File: src/design/assert_macros.svh
`ifndef ASSERT_MACROS_SVH
`define ASSERT_MACROS_SVH

// Check a property on every rising edge outside reset.
`define BBA_ASSERT(lbl, clk, rst_n, prop) \
  lbl: assert property (@(posedge clk) disable iff (!rst_n) (prop)) \
    else $error("bitmap allocator assertion failed");

// Check that a condition is followed in the next cycle by another.
`define BBA_ASSERT_NEXT(lbl, clk, rst_n, ante, cons) \
  lbl: assert property (@(posedge clk) disable iff (!rst_n) (ante) |=> (cons)) \
    else $error("bitmap allocator sequence check failed");

`endif

File: src/design/bba_pkg.sv
`timescale 1ns / 1ps
package bba_pkg;

  localparam int IDX_W  = 12;
  localparam int CNT_W  = 13;
  localparam int STAT_W = 2;

  localparam int APB_ADDR_W = 3;
  localparam int APB_DATA_W = 32;

  localparam logic [CNT_W-1:0] BLOCK_COUNT_RST = 13'd4096;

  localparam logic REG_BLOCK_COUNT = 1'b0;

  localparam logic MODE_ALLOC = 1'b0;
  localparam logic MODE_FREE  = 1'b1;

  typedef enum logic [STAT_W-1:0] {
    ST_OK    = 2'd0,
    ST_FULL  = 2'd1,
    ST_RANGE = 2'd2
  } status_t;

endpackage

File: src/design/bba_if.sv
`timescale 1ns / 1ps
interface bba_req_if import bba_pkg::*; ();
  logic             valid;
  logic             ready;
  logic             mode;
  logic [IDX_W-1:0] block_index;

  modport source (output valid, mode, block_index, input ready);
  modport sink   (input valid, mode, block_index, output ready);
endinterface

interface bba_rsp_if import bba_pkg::*; ();
  logic              valid;
  logic              ready;
  logic [STAT_W-1:0] status;
  logic [IDX_W-1:0]  granted_index;

  modport source (output valid, status, granted_index, input ready);
  modport sink   (input valid, status, granted_index, output ready);
endinterface

File: src/design/bba_ram.sv
`timescale 1ns / 1ps
module bba_ram #(
  parameter int DEPTH = 128,
  parameter int WIDTH = 32,
  parameter int AW    = 7
) (
  input  logic             clk,
  input  logic             we,
  input  logic [AW-1:0]    waddr,
  input  logic [WIDTH-1:0] wdata,
  input  logic             re,
  input  logic [AW-1:0]    raddr,
  output logic [WIDTH-1:0] rdata
);

  logic [WIDTH-1:0] mem [DEPTH];
  logic [WIDTH-1:0] rdata_r;

  always_ff @(posedge clk) begin
    if (we) begin
      mem[waddr] <= wdata;
    end
  end

  always_ff @(posedge clk) begin
    if (re) begin
      rdata_r <= mem[raddr];
    end
  end

  assign rdata = rdata_r;

endmodule

File: src/design/bba_cfg.sv
`timescale 1ns / 1ps
module bba_cfg import bba_pkg::*; (
  input  logic                  clk,
  input  logic                  rst_n,
  input  logic                  psel,
  input  logic                  penable,
  input  logic                  pwrite,
  input  logic [APB_ADDR_W-1:0] paddr,
  input  logic [APB_DATA_W-1:0] pwdata,
  output logic [APB_DATA_W-1:0] prdata,
  output logic                  pready,
  output logic [CNT_W-1:0]      block_count
);

  logic [CNT_W-1:0] block_count_r;
  logic             sel_count;

  assign sel_count = (paddr[APB_ADDR_W-1] == REG_BLOCK_COUNT);

  always_ff @(posedge clk) begin
    if (!rst_n) begin
      block_count_r <= BLOCK_COUNT_RST;
    end else if (psel && penable && pwrite && sel_count) begin
      block_count_r <= pwdata[CNT_W-1:0];
    end
  end

  assign pready      = 1'b1;
  assign prdata      = sel_count ? APB_DATA_W'(block_count_r) : '0;
  assign block_count = block_count_r;

endmodule

File: src/design/bba_ctrl.sv
`timescale 1ns / 1ps
`include "assert_macros.svh"
module bba_ctrl import bba_pkg::*; #(
  parameter int MAX_BLOCKS = 4096,
  parameter int WORD_BITS  = 32,
  parameter int NUM_WORDS  = 128,
  parameter int WA_W       = 7
) (
  input  logic                 clk,
  input  logic                 rst_n,
  bba_req_if.sink              in_req,
  bba_rsp_if.source            out_rsp,
  input  logic [CNT_W-1:0]     block_count,
  output logic                 mem_we,
  output logic [WA_W-1:0]      mem_waddr,
  output logic [WORD_BITS-1:0] mem_wdata,
  output logic                 mem_re,
  output logic [WA_W-1:0]      mem_raddr,
  input  logic [WORD_BITS-1:0] mem_rdata
);

  localparam int BIT_W = $clog2(WORD_BITS);
  localparam int GI_W  = WA_W + BIT_W;
  localparam int MB_W  = $clog2(MAX_BLOCKS + 1);
  localparam int N_W   = (MB_W > CNT_W) ? MB_W : CNT_W;
  localparam int CMP_W = ((GI_W > N_W) ? GI_W : N_W) + 1;
  localparam logic [WA_W-1:0] LAST_WORD = WA_W'(NUM_WORDS - 1);

  typedef enum logic [4:0] {
    S_CLEAR = 5'b00001,
    S_IDLE  = 5'b00010,
    S_SCAN  = 5'b00100,
    S_FREE  = 5'b01000,
    S_POST  = 5'b10000
  } state_t;

  state_t             state_r, state_nxt;
  logic [WA_W-1:0]    word_r, word_nxt;
  logic [BIT_W-1:0]   bit_r, bit_nxt;
  status_t            res_status_r, res_status_nxt;
  logic [IDX_W-1:0]   res_grant_r, res_grant_nxt;
  logic               out_valid_r;
  status_t            out_status_r;
  logic [IDX_W-1:0]   out_grant_r;

  logic [CMP_W-1:0]     n_eff;
  logic [CMP_W-1:0]     idx_ext;
  logic                 idx_ok;
  logic [WA_W-1:0]      idx_word;
  logic [BIT_W-1:0]     idx_bit;
  logic [CMP_W-1:0]     base;
  logic [CMP_W-1:0]     remaining;
  logic [CMP_W-1:0]     next_base;
  logic [WORD_BITS-1:0] vmask;
  logic [WORD_BITS-1:0] free_vec;
  logic [BIT_W-1:0]     pos;
  logic [CMP_W-1:0]     gidx;
  logic                 slot_free;

  assign n_eff = (CMP_W'(block_count) > CMP_W'(MAX_BLOCKS)) ?
                 CMP_W'(MAX_BLOCKS) : CMP_W'(block_count);

  assign idx_ext  = CMP_W'(in_req.block_index);
  assign idx_ok   = (idx_ext < n_eff);
  assign idx_word = idx_ext[BIT_W +: WA_W];
  assign idx_bit  = idx_ext[BIT_W-1:0];

  assign base      = CMP_W'({word_r, {BIT_W{1'b0}}});
  assign remaining = n_eff - base;
  assign next_base = base + CMP_W'(WORD_BITS);

  always_comb begin
    for (int b = 0; b < WORD_BITS; b++) begin
      vmask[b] = (CMP_W'(b) < remaining);
    end
  end

  assign free_vec = vmask & ~mem_rdata;

  always_comb begin
    pos = '0;
    for (int b = WORD_BITS - 1; b >= 0; b--) begin
      if (free_vec[b]) begin
        pos = BIT_W'(b);
      end
    end
  end

  assign gidx      = CMP_W'({word_r, pos});
  assign slot_free = !out_valid_r || out_rsp.ready;

  always_comb begin
    state_nxt      = state_r;
    word_nxt       = word_r;
    bit_nxt        = bit_r;
    res_status_nxt = res_status_r;
    res_grant_nxt  = res_grant_r;
    mem_we         = 1'b0;
    mem_waddr      = word_r;
    mem_wdata      = '0;
    mem_re         = 1'b0;
    mem_raddr      = word_r;
    case (state_r)
      S_CLEAR: begin
        mem_we = 1'b1;
        if (word_r == LAST_WORD) begin
          word_nxt  = '0;
          state_nxt = S_IDLE;
        end else begin
          word_nxt = word_r + WA_W'(1);
        end
      end
      S_IDLE: begin
        if (in_req.valid) begin
          if (in_req.mode == MODE_ALLOC) begin
            if (n_eff == '0) begin
              res_status_nxt = ST_FULL;
              res_grant_nxt  = '0;
              state_nxt      = S_POST;
            end else begin
              mem_re    = 1'b1;
              mem_raddr = '0;
              word_nxt  = '0;
              state_nxt = S_SCAN;
            end
          end else if (idx_ok) begin
            mem_re    = 1'b1;
            mem_raddr = idx_word;
            word_nxt  = idx_word;
            bit_nxt   = idx_bit;
            state_nxt = S_FREE;
          end else begin
            res_status_nxt = ST_RANGE;
            res_grant_nxt  = '0;
            state_nxt      = S_POST;
          end
        end
      end
      S_SCAN: begin
        if (|free_vec) begin
          mem_we         = 1'b1;
          mem_wdata      = mem_rdata | (WORD_BITS'(1) << pos);
          res_status_nxt = ST_OK;
          res_grant_nxt  = IDX_W'({word_r, pos});
          state_nxt      = S_POST;
        end else if (word_r == LAST_WORD || next_base >= n_eff) begin
          res_status_nxt = ST_FULL;
          res_grant_nxt  = '0;
          state_nxt      = S_POST;
        end else begin
          mem_re    = 1'b1;
          mem_raddr = word_r + WA_W'(1);
          word_nxt  = word_r + WA_W'(1);
        end
      end
      S_FREE: begin
        mem_we         = 1'b1;
        mem_wdata      = mem_rdata & ~(WORD_BITS'(1) << bit_r);
        res_status_nxt = ST_OK;
        res_grant_nxt  = '0;
        state_nxt      = S_POST;
      end
      S_POST: begin
        if (slot_free) begin
          state_nxt = S_IDLE;
        end
      end
      default: begin
        state_nxt = S_IDLE;
      end
    endcase
  end

  always_ff @(posedge clk) begin
    if (!rst_n) begin
      state_r     <= S_CLEAR;
      word_r      <= '0;
      out_valid_r <= 1'b0;
    end else begin
      state_r <= state_nxt;
      word_r  <= word_nxt;
      if (state_r == S_POST && slot_free) begin
        out_valid_r <= 1'b1;
      end else if (out_rsp.ready) begin
        out_valid_r <= 1'b0;
      end
    end
  end

  always_ff @(posedge clk) begin
    bit_r        <= bit_nxt;
    res_status_r <= res_status_nxt;
    res_grant_r  <= res_grant_nxt;
    if (state_r == S_POST && slot_free) begin
      out_status_r <= res_status_r;
      out_grant_r  <= res_grant_r;
    end
  end

  assign in_req.ready          = (state_r == S_IDLE);
  assign out_rsp.valid         = out_valid_r;
  assign out_rsp.status        = out_status_r;
  assign out_rsp.granted_index = out_grant_r;

  `BBA_ASSERT(a_scan_sets_new_bit, clk, rst_n, (state_r == S_SCAN && mem_we) |-> (mem_wdata != mem_rdata))
  `BBA_ASSERT(a_grant_below_count, clk, rst_n, (state_r == S_SCAN && mem_we) |-> (gidx < n_eff))
  `BBA_ASSERT_NEXT(a_range_reject, clk, rst_n, (in_req.valid && in_req.ready && in_req.mode == MODE_FREE && !idx_ok), (state_r == S_POST && res_status_r == ST_RANGE))

endmodule

File: src/design/bitmap_block_allocator.sv
`timescale 1ns / 1ps
// First-fit block allocator over a used/free bitmap of MAX_BLOCKS bits, held as
// MAX_BLOCKS/WORD_BITS words (WORD_BITS a power of two) in a single-port-write,
// registered-read RAM. One request is handled at a time. An allocate reads one
// bitmap word per cycle from word 0 and scans at most ceil(min(block_count,
// MAX_BLOCKS)/WORD_BITS) words, 128 with the default sizes; a free reads the
// addressed word and writes it back with the bit cleared; an out-of-range free
// or an allocate with a block count of zero goes straight to its result. The result
// register frees the bitmap side while a response waits. After reset the bitmap is
// cleared one word per cycle over all NUM_WORDS words (128 by default); requests are
// held off until it ends, while block_count writes are taken throughout.
module bitmap_block_allocator import bba_pkg::*; #(
  parameter int MAX_BLOCKS = 4096,
  parameter int WORD_BITS  = 32
) (
  input  logic                  clk,
  input  logic                  rst_n,
  bba_req_if.sink               in_req,
  bba_rsp_if.source             out_rsp,
  input  logic                  cfg_psel,
  input  logic                  cfg_penable,
  input  logic                  cfg_pwrite,
  input  logic [APB_ADDR_W-1:0] cfg_paddr,
  input  logic [APB_DATA_W-1:0] cfg_pwdata,
  output logic [APB_DATA_W-1:0] cfg_prdata,
  output logic                  cfg_pready
);

  localparam int NUM_WORDS = (MAX_BLOCKS + WORD_BITS - 1) / WORD_BITS;
  localparam int WA_W      = (NUM_WORDS > 1) ? $clog2(NUM_WORDS) : 1;

  logic [CNT_W-1:0]     block_count;
  logic                 mem_we;
  logic [WA_W-1:0]      mem_waddr;
  logic [WORD_BITS-1:0] mem_wdata;
  logic                 mem_re;
  logic [WA_W-1:0]      mem_raddr;
  logic [WORD_BITS-1:0] mem_rdata;

  bba_cfg u_cfg (
    .clk         (clk),
    .rst_n       (rst_n),
    .psel        (cfg_psel),
    .penable     (cfg_penable),
    .pwrite      (cfg_pwrite),
    .paddr       (cfg_paddr),
    .pwdata      (cfg_pwdata),
    .prdata      (cfg_prdata),
    .pready      (cfg_pready),
    .block_count (block_count)
  );

  bba_ram #(
    .DEPTH (NUM_WORDS),
    .WIDTH (WORD_BITS),
    .AW    (WA_W)
  ) u_ram (
    .clk   (clk),
    .we    (mem_we),
    .waddr (mem_waddr),
    .wdata (mem_wdata),
    .re    (mem_re),
    .raddr (mem_raddr),
    .rdata (mem_rdata)
  );

  bba_ctrl #(
    .MAX_BLOCKS (MAX_BLOCKS),
    .WORD_BITS  (WORD_BITS),
    .NUM_WORDS  (NUM_WORDS),
    .WA_W       (WA_W)
  ) u_ctrl (
    .clk         (clk),
    .rst_n       (rst_n),
    .in_req      (in_req),
    .out_rsp     (out_rsp),
    .block_count (block_count),
    .mem_we      (mem_we),
    .mem_waddr   (mem_waddr),
    .mem_wdata   (mem_wdata),
    .mem_re      (mem_re),
    .mem_raddr   (mem_raddr),
    .mem_rdata   (mem_rdata)
  );

endmodule
File: src/flat_wrapper.sv
// flat-port wrapper written by rule: the top's interface ports become plain ports
module bitmap_block_allocator_flat import bba_pkg::*;
#(
  parameter int MAX_BLOCKS = 4096,
  parameter int WORD_BITS  = 32
)
  (clk, rst_n, cfg_psel, cfg_penable, cfg_pwrite, cfg_paddr, cfg_pwdata, cfg_prdata, cfg_pready, in_req_valid, in_req_mode, in_req_block_index, in_req_ready, out_rsp_valid, out_rsp_status, out_rsp_granted_index, out_rsp_ready);
  bba_req_if in_req_i ();
  bba_rsp_if out_rsp_i ();
  input  logic clk;
  input  logic rst_n;
  input  logic cfg_psel;
  input  logic cfg_penable;
  input  logic cfg_pwrite;
  input  logic [APB_ADDR_W-1:0] cfg_paddr;
  input  logic [APB_DATA_W-1:0] cfg_pwdata;
  output logic [APB_DATA_W-1:0] cfg_prdata;
  output logic cfg_pready;
  input wire logic [$bits(in_req_i.valid)-1:0] in_req_valid;
  input wire logic [$bits(in_req_i.mode)-1:0] in_req_mode;
  input wire logic [$bits(in_req_i.block_index)-1:0] in_req_block_index;
  output wire logic [$bits(in_req_i.ready)-1:0] in_req_ready;
  output wire logic [$bits(out_rsp_i.valid)-1:0] out_rsp_valid;
  output wire logic [$bits(out_rsp_i.status)-1:0] out_rsp_status;
  output wire logic [$bits(out_rsp_i.granted_index)-1:0] out_rsp_granted_index;
  input wire logic [$bits(out_rsp_i.ready)-1:0] out_rsp_ready;
  assign in_req_i.valid = in_req_valid;
  assign in_req_i.mode = in_req_mode;
  assign in_req_i.block_index = in_req_block_index;
  assign in_req_ready = in_req_i.ready;
  assign out_rsp_valid = out_rsp_i.valid;
  assign out_rsp_status = out_rsp_i.status;
  assign out_rsp_granted_index = out_rsp_i.granted_index;
  assign out_rsp_i.ready = out_rsp_ready;
  bitmap_block_allocator #(.MAX_BLOCKS(MAX_BLOCKS), .WORD_BITS(WORD_BITS)) u_core (.clk(clk), .rst_n(rst_n), .in_req(in_req_i), .out_rsp(out_rsp_i), .cfg_psel(cfg_psel), .cfg_penable(cfg_penable), .cfg_pwrite(cfg_pwrite), .cfg_paddr(cfg_paddr), .cfg_pwdata(cfg_pwdata), .cfg_prdata(cfg_prdata), .cfg_pready(cfg_pready));
endmodule
File: config.mk
export PLATFORM = sky130hd
export DESIGN_NAME = bitmap_block_allocator_flat
export DESIGN_NICKNAME = d
export VERILOG_FILES = /design/src/design/bba_pkg.sv /design/src/design/bba_if.sv /design/src/design/bba_ram.sv /design/src/design/bba_cfg.sv /design/src/design/bba_ctrl.sv /design/src/design/bitmap_block_allocator.sv /design/src/flat_wrapper.sv
export VERILOG_INCLUDE_DIRS = /design/src /design/src/design
export SDC_FILE = /design/constraint.sdc
export NUM_CORES = 2
export LEC_CHECK = 0
export BUFFER_PORTS_ARGS = -buffer_cell sky130_fd_sc_hd__buf_4
export CAP_MARGIN = 10
export CORE_MARGIN = 5
export CORE_UTILIZATION = 40
export CTS_CLUSTER_DIAMETER = 40
export CTS_CLUSTER_SIZE = 24
export DETAILED_ROUTE_END_ITERATION = 8
export PLACE_DENSITY = 0.63
export SLEW_MARGIN = 25
export SYNTH_ARGS = -nofsm -noshare
export SYNTH_HDL_FRONTEND = slang
export SYNTH_SLANG_ARGS = --single-unit
File: constraint.sdc
create_clock -name clk -period 11 [get_ports clk]
set_clock_uncertainty 0.1 [all_clocks]
set_input_delay 0.55 -clock clk [delete_from_list [all_inputs] [get_ports clk]]
set_output_delay 0.55 -clock clk [all_outputs]
set_load 0.02 [all_outputs]
==> results.py <==
metrics = {
    "status": {
        "status": "complete, no violations",
    },
    "synth": {
        "synthMuxAreaShare_pct": 5.46,
        "ys.flop_type": "edfxtp_1",
        "synth_area_leaders": "edfxtp_1 (74%), nand2_1 (4.4%), mux4_2 (3.9%)",
        "yosysSeqAreaShare_pct": 74.3,
        "synth-adder-area-share_pct": 0.204,
        "yosysTopAreaCell": "edfxtp_1",
        "synth_top_area_share_pct": 74.0,
        "ys_warn_count": 0,
        "synth_top_family_by_area": "compound AO/OA/AOI/OAI gates",
        "ys_ff_latch": 4187,
        "synth_xor_xnor_area_share_pct": 0.0311,
        "synth_edf_count": 4161,
        "synth-simple-area-share_pct": 8.53,
        "async_reset_ff_share_pct": 0,
        "synth_compound_area_share_pct": 9.21,
        "post_synth_num_cell_types": 94,
        "synth_cells": 11100,
        "syn-cell-area_mm2": 0.169,
        "avgSynthCellArea_um2": 15.2,
    },
    "floorplan": {
        "dieArea_mm2": 0.435,
        "num_io_pins": 104,
        "rows": 238,
        "die_h_um": 660,
        "core_area_mm2": 0.420,
        "die_w_um": 660,
        "start_util_pct": 40.2,
    },
    "critical_path": {
        "path_cells": "buf_4 > inv_1 > nand2_1 > ha_1 > fa_1 > nand2b_1 > a2111oi_0 > or3_1 > a31oi_1 > nor4_1 > nand4_1 > nor3_4 > a211o_4 > buf_12 > buf_4 > mux2i_1 > a22oi_1 > a31oi_1 > or4_1 > o31ai_1",
        "cp_slowest_cell": "or4_1",
        "regToRegStartpoint": "u_core.u_cfg.block_count[12]",
        "endpoint_kind": "flop",
        "rrSetupSlack_ns": 1.04,
        "slowest_delay_ns": 0.91,
        "criticalPathCategory": "reg -> reg",
        "cp.required_ns": 11.58,
        "arrival_ns": 10.55,
        "critical_path.max_fanout": 64,
        "r2r_cells": 20,
        "crit_buf_inv": 4,
        "cp_top_family": "simple AND/OR/NAND/NOR gates",
        "r2r_end": "u_core.u_ram.rdata[27]",
        "cp-start-kind": "flop",
    },
    "worst_hold_path": {
        "hold_path.startpoint": "in_req_block_index[11]",
        "hold_class": "in -> reg",
        "min_path_cells": 5,
        "holdPathEnd": "u_core.u_ctrl.mem_waddr[6]",
    },
    "pwr": {
        "finalPower_w": 0.0405,
        "peakVddDrop_mv": 0.158,
        "power.leakage_nw": 57.3,
        "power.density_mw_per_mm2": 207,
    },
    "cts": {
        "cts.reportedPaths.clkPinSlew_ns": 0.06,
        "cts_tree": "yes",
        "root_buffer": "clkbuf_16",
        "cts_sinks": 4187,
        "clock_latency_ns": 1.00,
        "htree_levels": 5,
        "numCtsBuffers": 460,
        "clock_path_buffers": 4,
        "cts_setup_buffers": 0,
    },
    "sta": {
        "max_slew_margin_pct": 17.4,
        "fin_crit_ns": 9.96,
        "final-setup-viol-count": 0,
        "tightest_slew_ns": 1.24,
        "rsz0062_at_grt": "false",
        "drv_slew": 0,
        "finalHoldViolCount": 0,
        "timing.hold.ws_ns": 0.100,
        "timing.fmax_mhz": 100,
        "finalCritPeriodShare_pct": 90.6,
        "setup_slack_ns": 1.04,
    },
    "routing": {
        "wirelength_um": 542000,
        "drt-pass1-iter-count": 8,
        "via_per_inst": 6.20,
        "drtIter0Drc": 15700,
        "vias": 108000,
        "drtAntennaViolNets": 0,
        "wl_per_cell_um": 31.1,
        "route.detailed.drc": 0,
    },
    "global_route": {
        "grt_max_degree": 131,
        "grt_overflow": 0,
        "antenna_found_initial": 30,
        "grt_pass1_vias": 104000,
        "grt_first_pass_wirelength_um": 762000,
        "grt_util_all_layers_pct": 24.0,
    },
    "placed_design": {
        "hpwl_um": 310000,
        "post-place-cells": 16500,
        "portBuffers": 62,
        "dp_slack_ns": 1.27,
        "gp_congestion": 0.921,
    },
    "final_layout": {
        "fillers": 35500,
        "fin_cells": 17400,
        "final_util_pct": 46.5,
        "final_layout_size_suffix_gt1_share_pct": 16.4,
        "layout_common_cells": "edfxtp_1 (4161), nand2_1 (1965), nand3_1 (770), a22oi_1 (519), clkbuf_16 (464)",
        "nNetsFinal": 11400,
        "final_common_cell": "edfxtp_1",
        "synthToLayoutAreaGrowth_pct": 15.7,
    },
    "run": {
        "drv_cap": 0,
    },
}
[Yosys cell counts, types with 71 or more instances]
library cell  instances
nor3_1              137
a22o_1              116
buf_4                81
a31oi_1             147
nand2_1            1975
buf_1                71
a21oi_1             365
clkbuf_1            411
a22oi_1             519
o21ai_0             180
nor2_1              280
a32oi_1             228
o211ai_1            239
edfxtp_1           4161
buf_2               215
mux2i_1             230
nand3_1             776
mux4_2              289
[flip-flops by register name (all words and copies together), names as in the netlist]
name,cells
u_core.u_ctrl.res_grant_r,12
u_core.u_ctrl.out_rsp.granted_index,12
u_core.u_ctrl.res_status_r,2
u_core.u_ctrl.out_rsp.status,2
u_core.u_cfg.block_count,13
u_core.u_ctrl.mem_waddr,7
u_core.u_ctrl.state_r,5
u_core.u_ram.mem,4096
u_core.u_ram.rdata,32
u_core.u_ctrl.bit_r,5
u_core.u_ctrl.out_rsp.valid,1
[metrics by stage]
step / area, µm² / setup TNS [ns]
final: 195000 / 0
after global routing: 195000 / 0
after CTS: 195000 / 0
after detailed placement: 179000 / 0
after global placement: 179000 / 0
after floorplan: 169000 / -200.37
[worst max path at each step]
| stage | startpoint | endpoint | slack [ns] | cells after the start |
|---|---|---|---|---|
| after floorplan | u_core.u_cfg.block_count[12] | u_core.u_ram.mem[0][19] | -0.25 | 24 |
| after global placement | u_core.u_cfg.block_count[12] | u_core.u_ram.rdata[31] | 1.48 | 22 |
| after detailed placement | u_core.u_cfg.block_count[12] | u_core.u_ram.rdata[31] | 1.27 | 22 |
| after CTS | u_core.u_cfg.block_count[12] | u_core.u_ram.rdata[31] | 1.28 | 22 |
| after global routing | u_core.u_cfg.block_count[12] | u_core.u_ram.rdata[27] | 0.61 | 20 |
| final | u_core.u_cfg.block_count[12] | u_core.u_ram.rdata[27] | 1.04 | 20 |
[tightest hold or removal path, delay by kind of cell]
kind	cells	cell delay, ns
and+or+nand+nor	2	0.14
AOI/OAI and AO/OA	2	0.32
buffers and inverters	1	0.10
[area by class of cell]
type / instances / area (µm²) / area share (%)
antenna: 11 / 27.5 / 0.0141
clock buffer: 496 / 11700 / 6.01
clock inverter: 370 / 4200 / 2.15
inverter: 27 / 103 / 0.0525
multi-input combinational: 6129 / 41600 / 21.3
sequential: 4187 / 125000 / 64.2
tap: 5640 / 7060 / 3.61
timing repair buffer: 559 / 5250 / 2.69
[per-layer routing]
metal / part of all wire [%] / GRT usage, % / wire length [µm]
met1: 37 / 31.3 / 198000
met2: 45 / 37.0 / 246000
met3: 12 / 6.31 / 65400
met4: 6.0 / 12.6 / 32500
met5: 0.027 / 0 / 147
[logic make-up (layout without fill, tap and decap cells)]
family,after synthesis,in the layout
AO/OA/AOI/OAI,2153,2153
XOR/XNOR,6,6
adder cells (fa/ha/maj),27,27
buffers and inverters,827,1452
flip-flops,4187,4187
multiplexers,556,556
other,2,31
AND/OR/NAND/NOR,3367,3367
[where the power goes]
part,total [W],leakage [nW],internal [W],switching (W)
Sequential,0.0177,30.0,0.0176,0.000102
Clock,0.0159,7.62,0.00919,0.00672
Combinational,0.00687,19.7,0.00205,0.00482
[timing repair]
| action | in CTS | in global routing |
|---|---|---|
| endpoints found under the hold margin | 30 | 0 |
| resized for setup | 0 | 0 |
| hold buffers | 25 | 0 |
(Power assumes the default switching activity.)
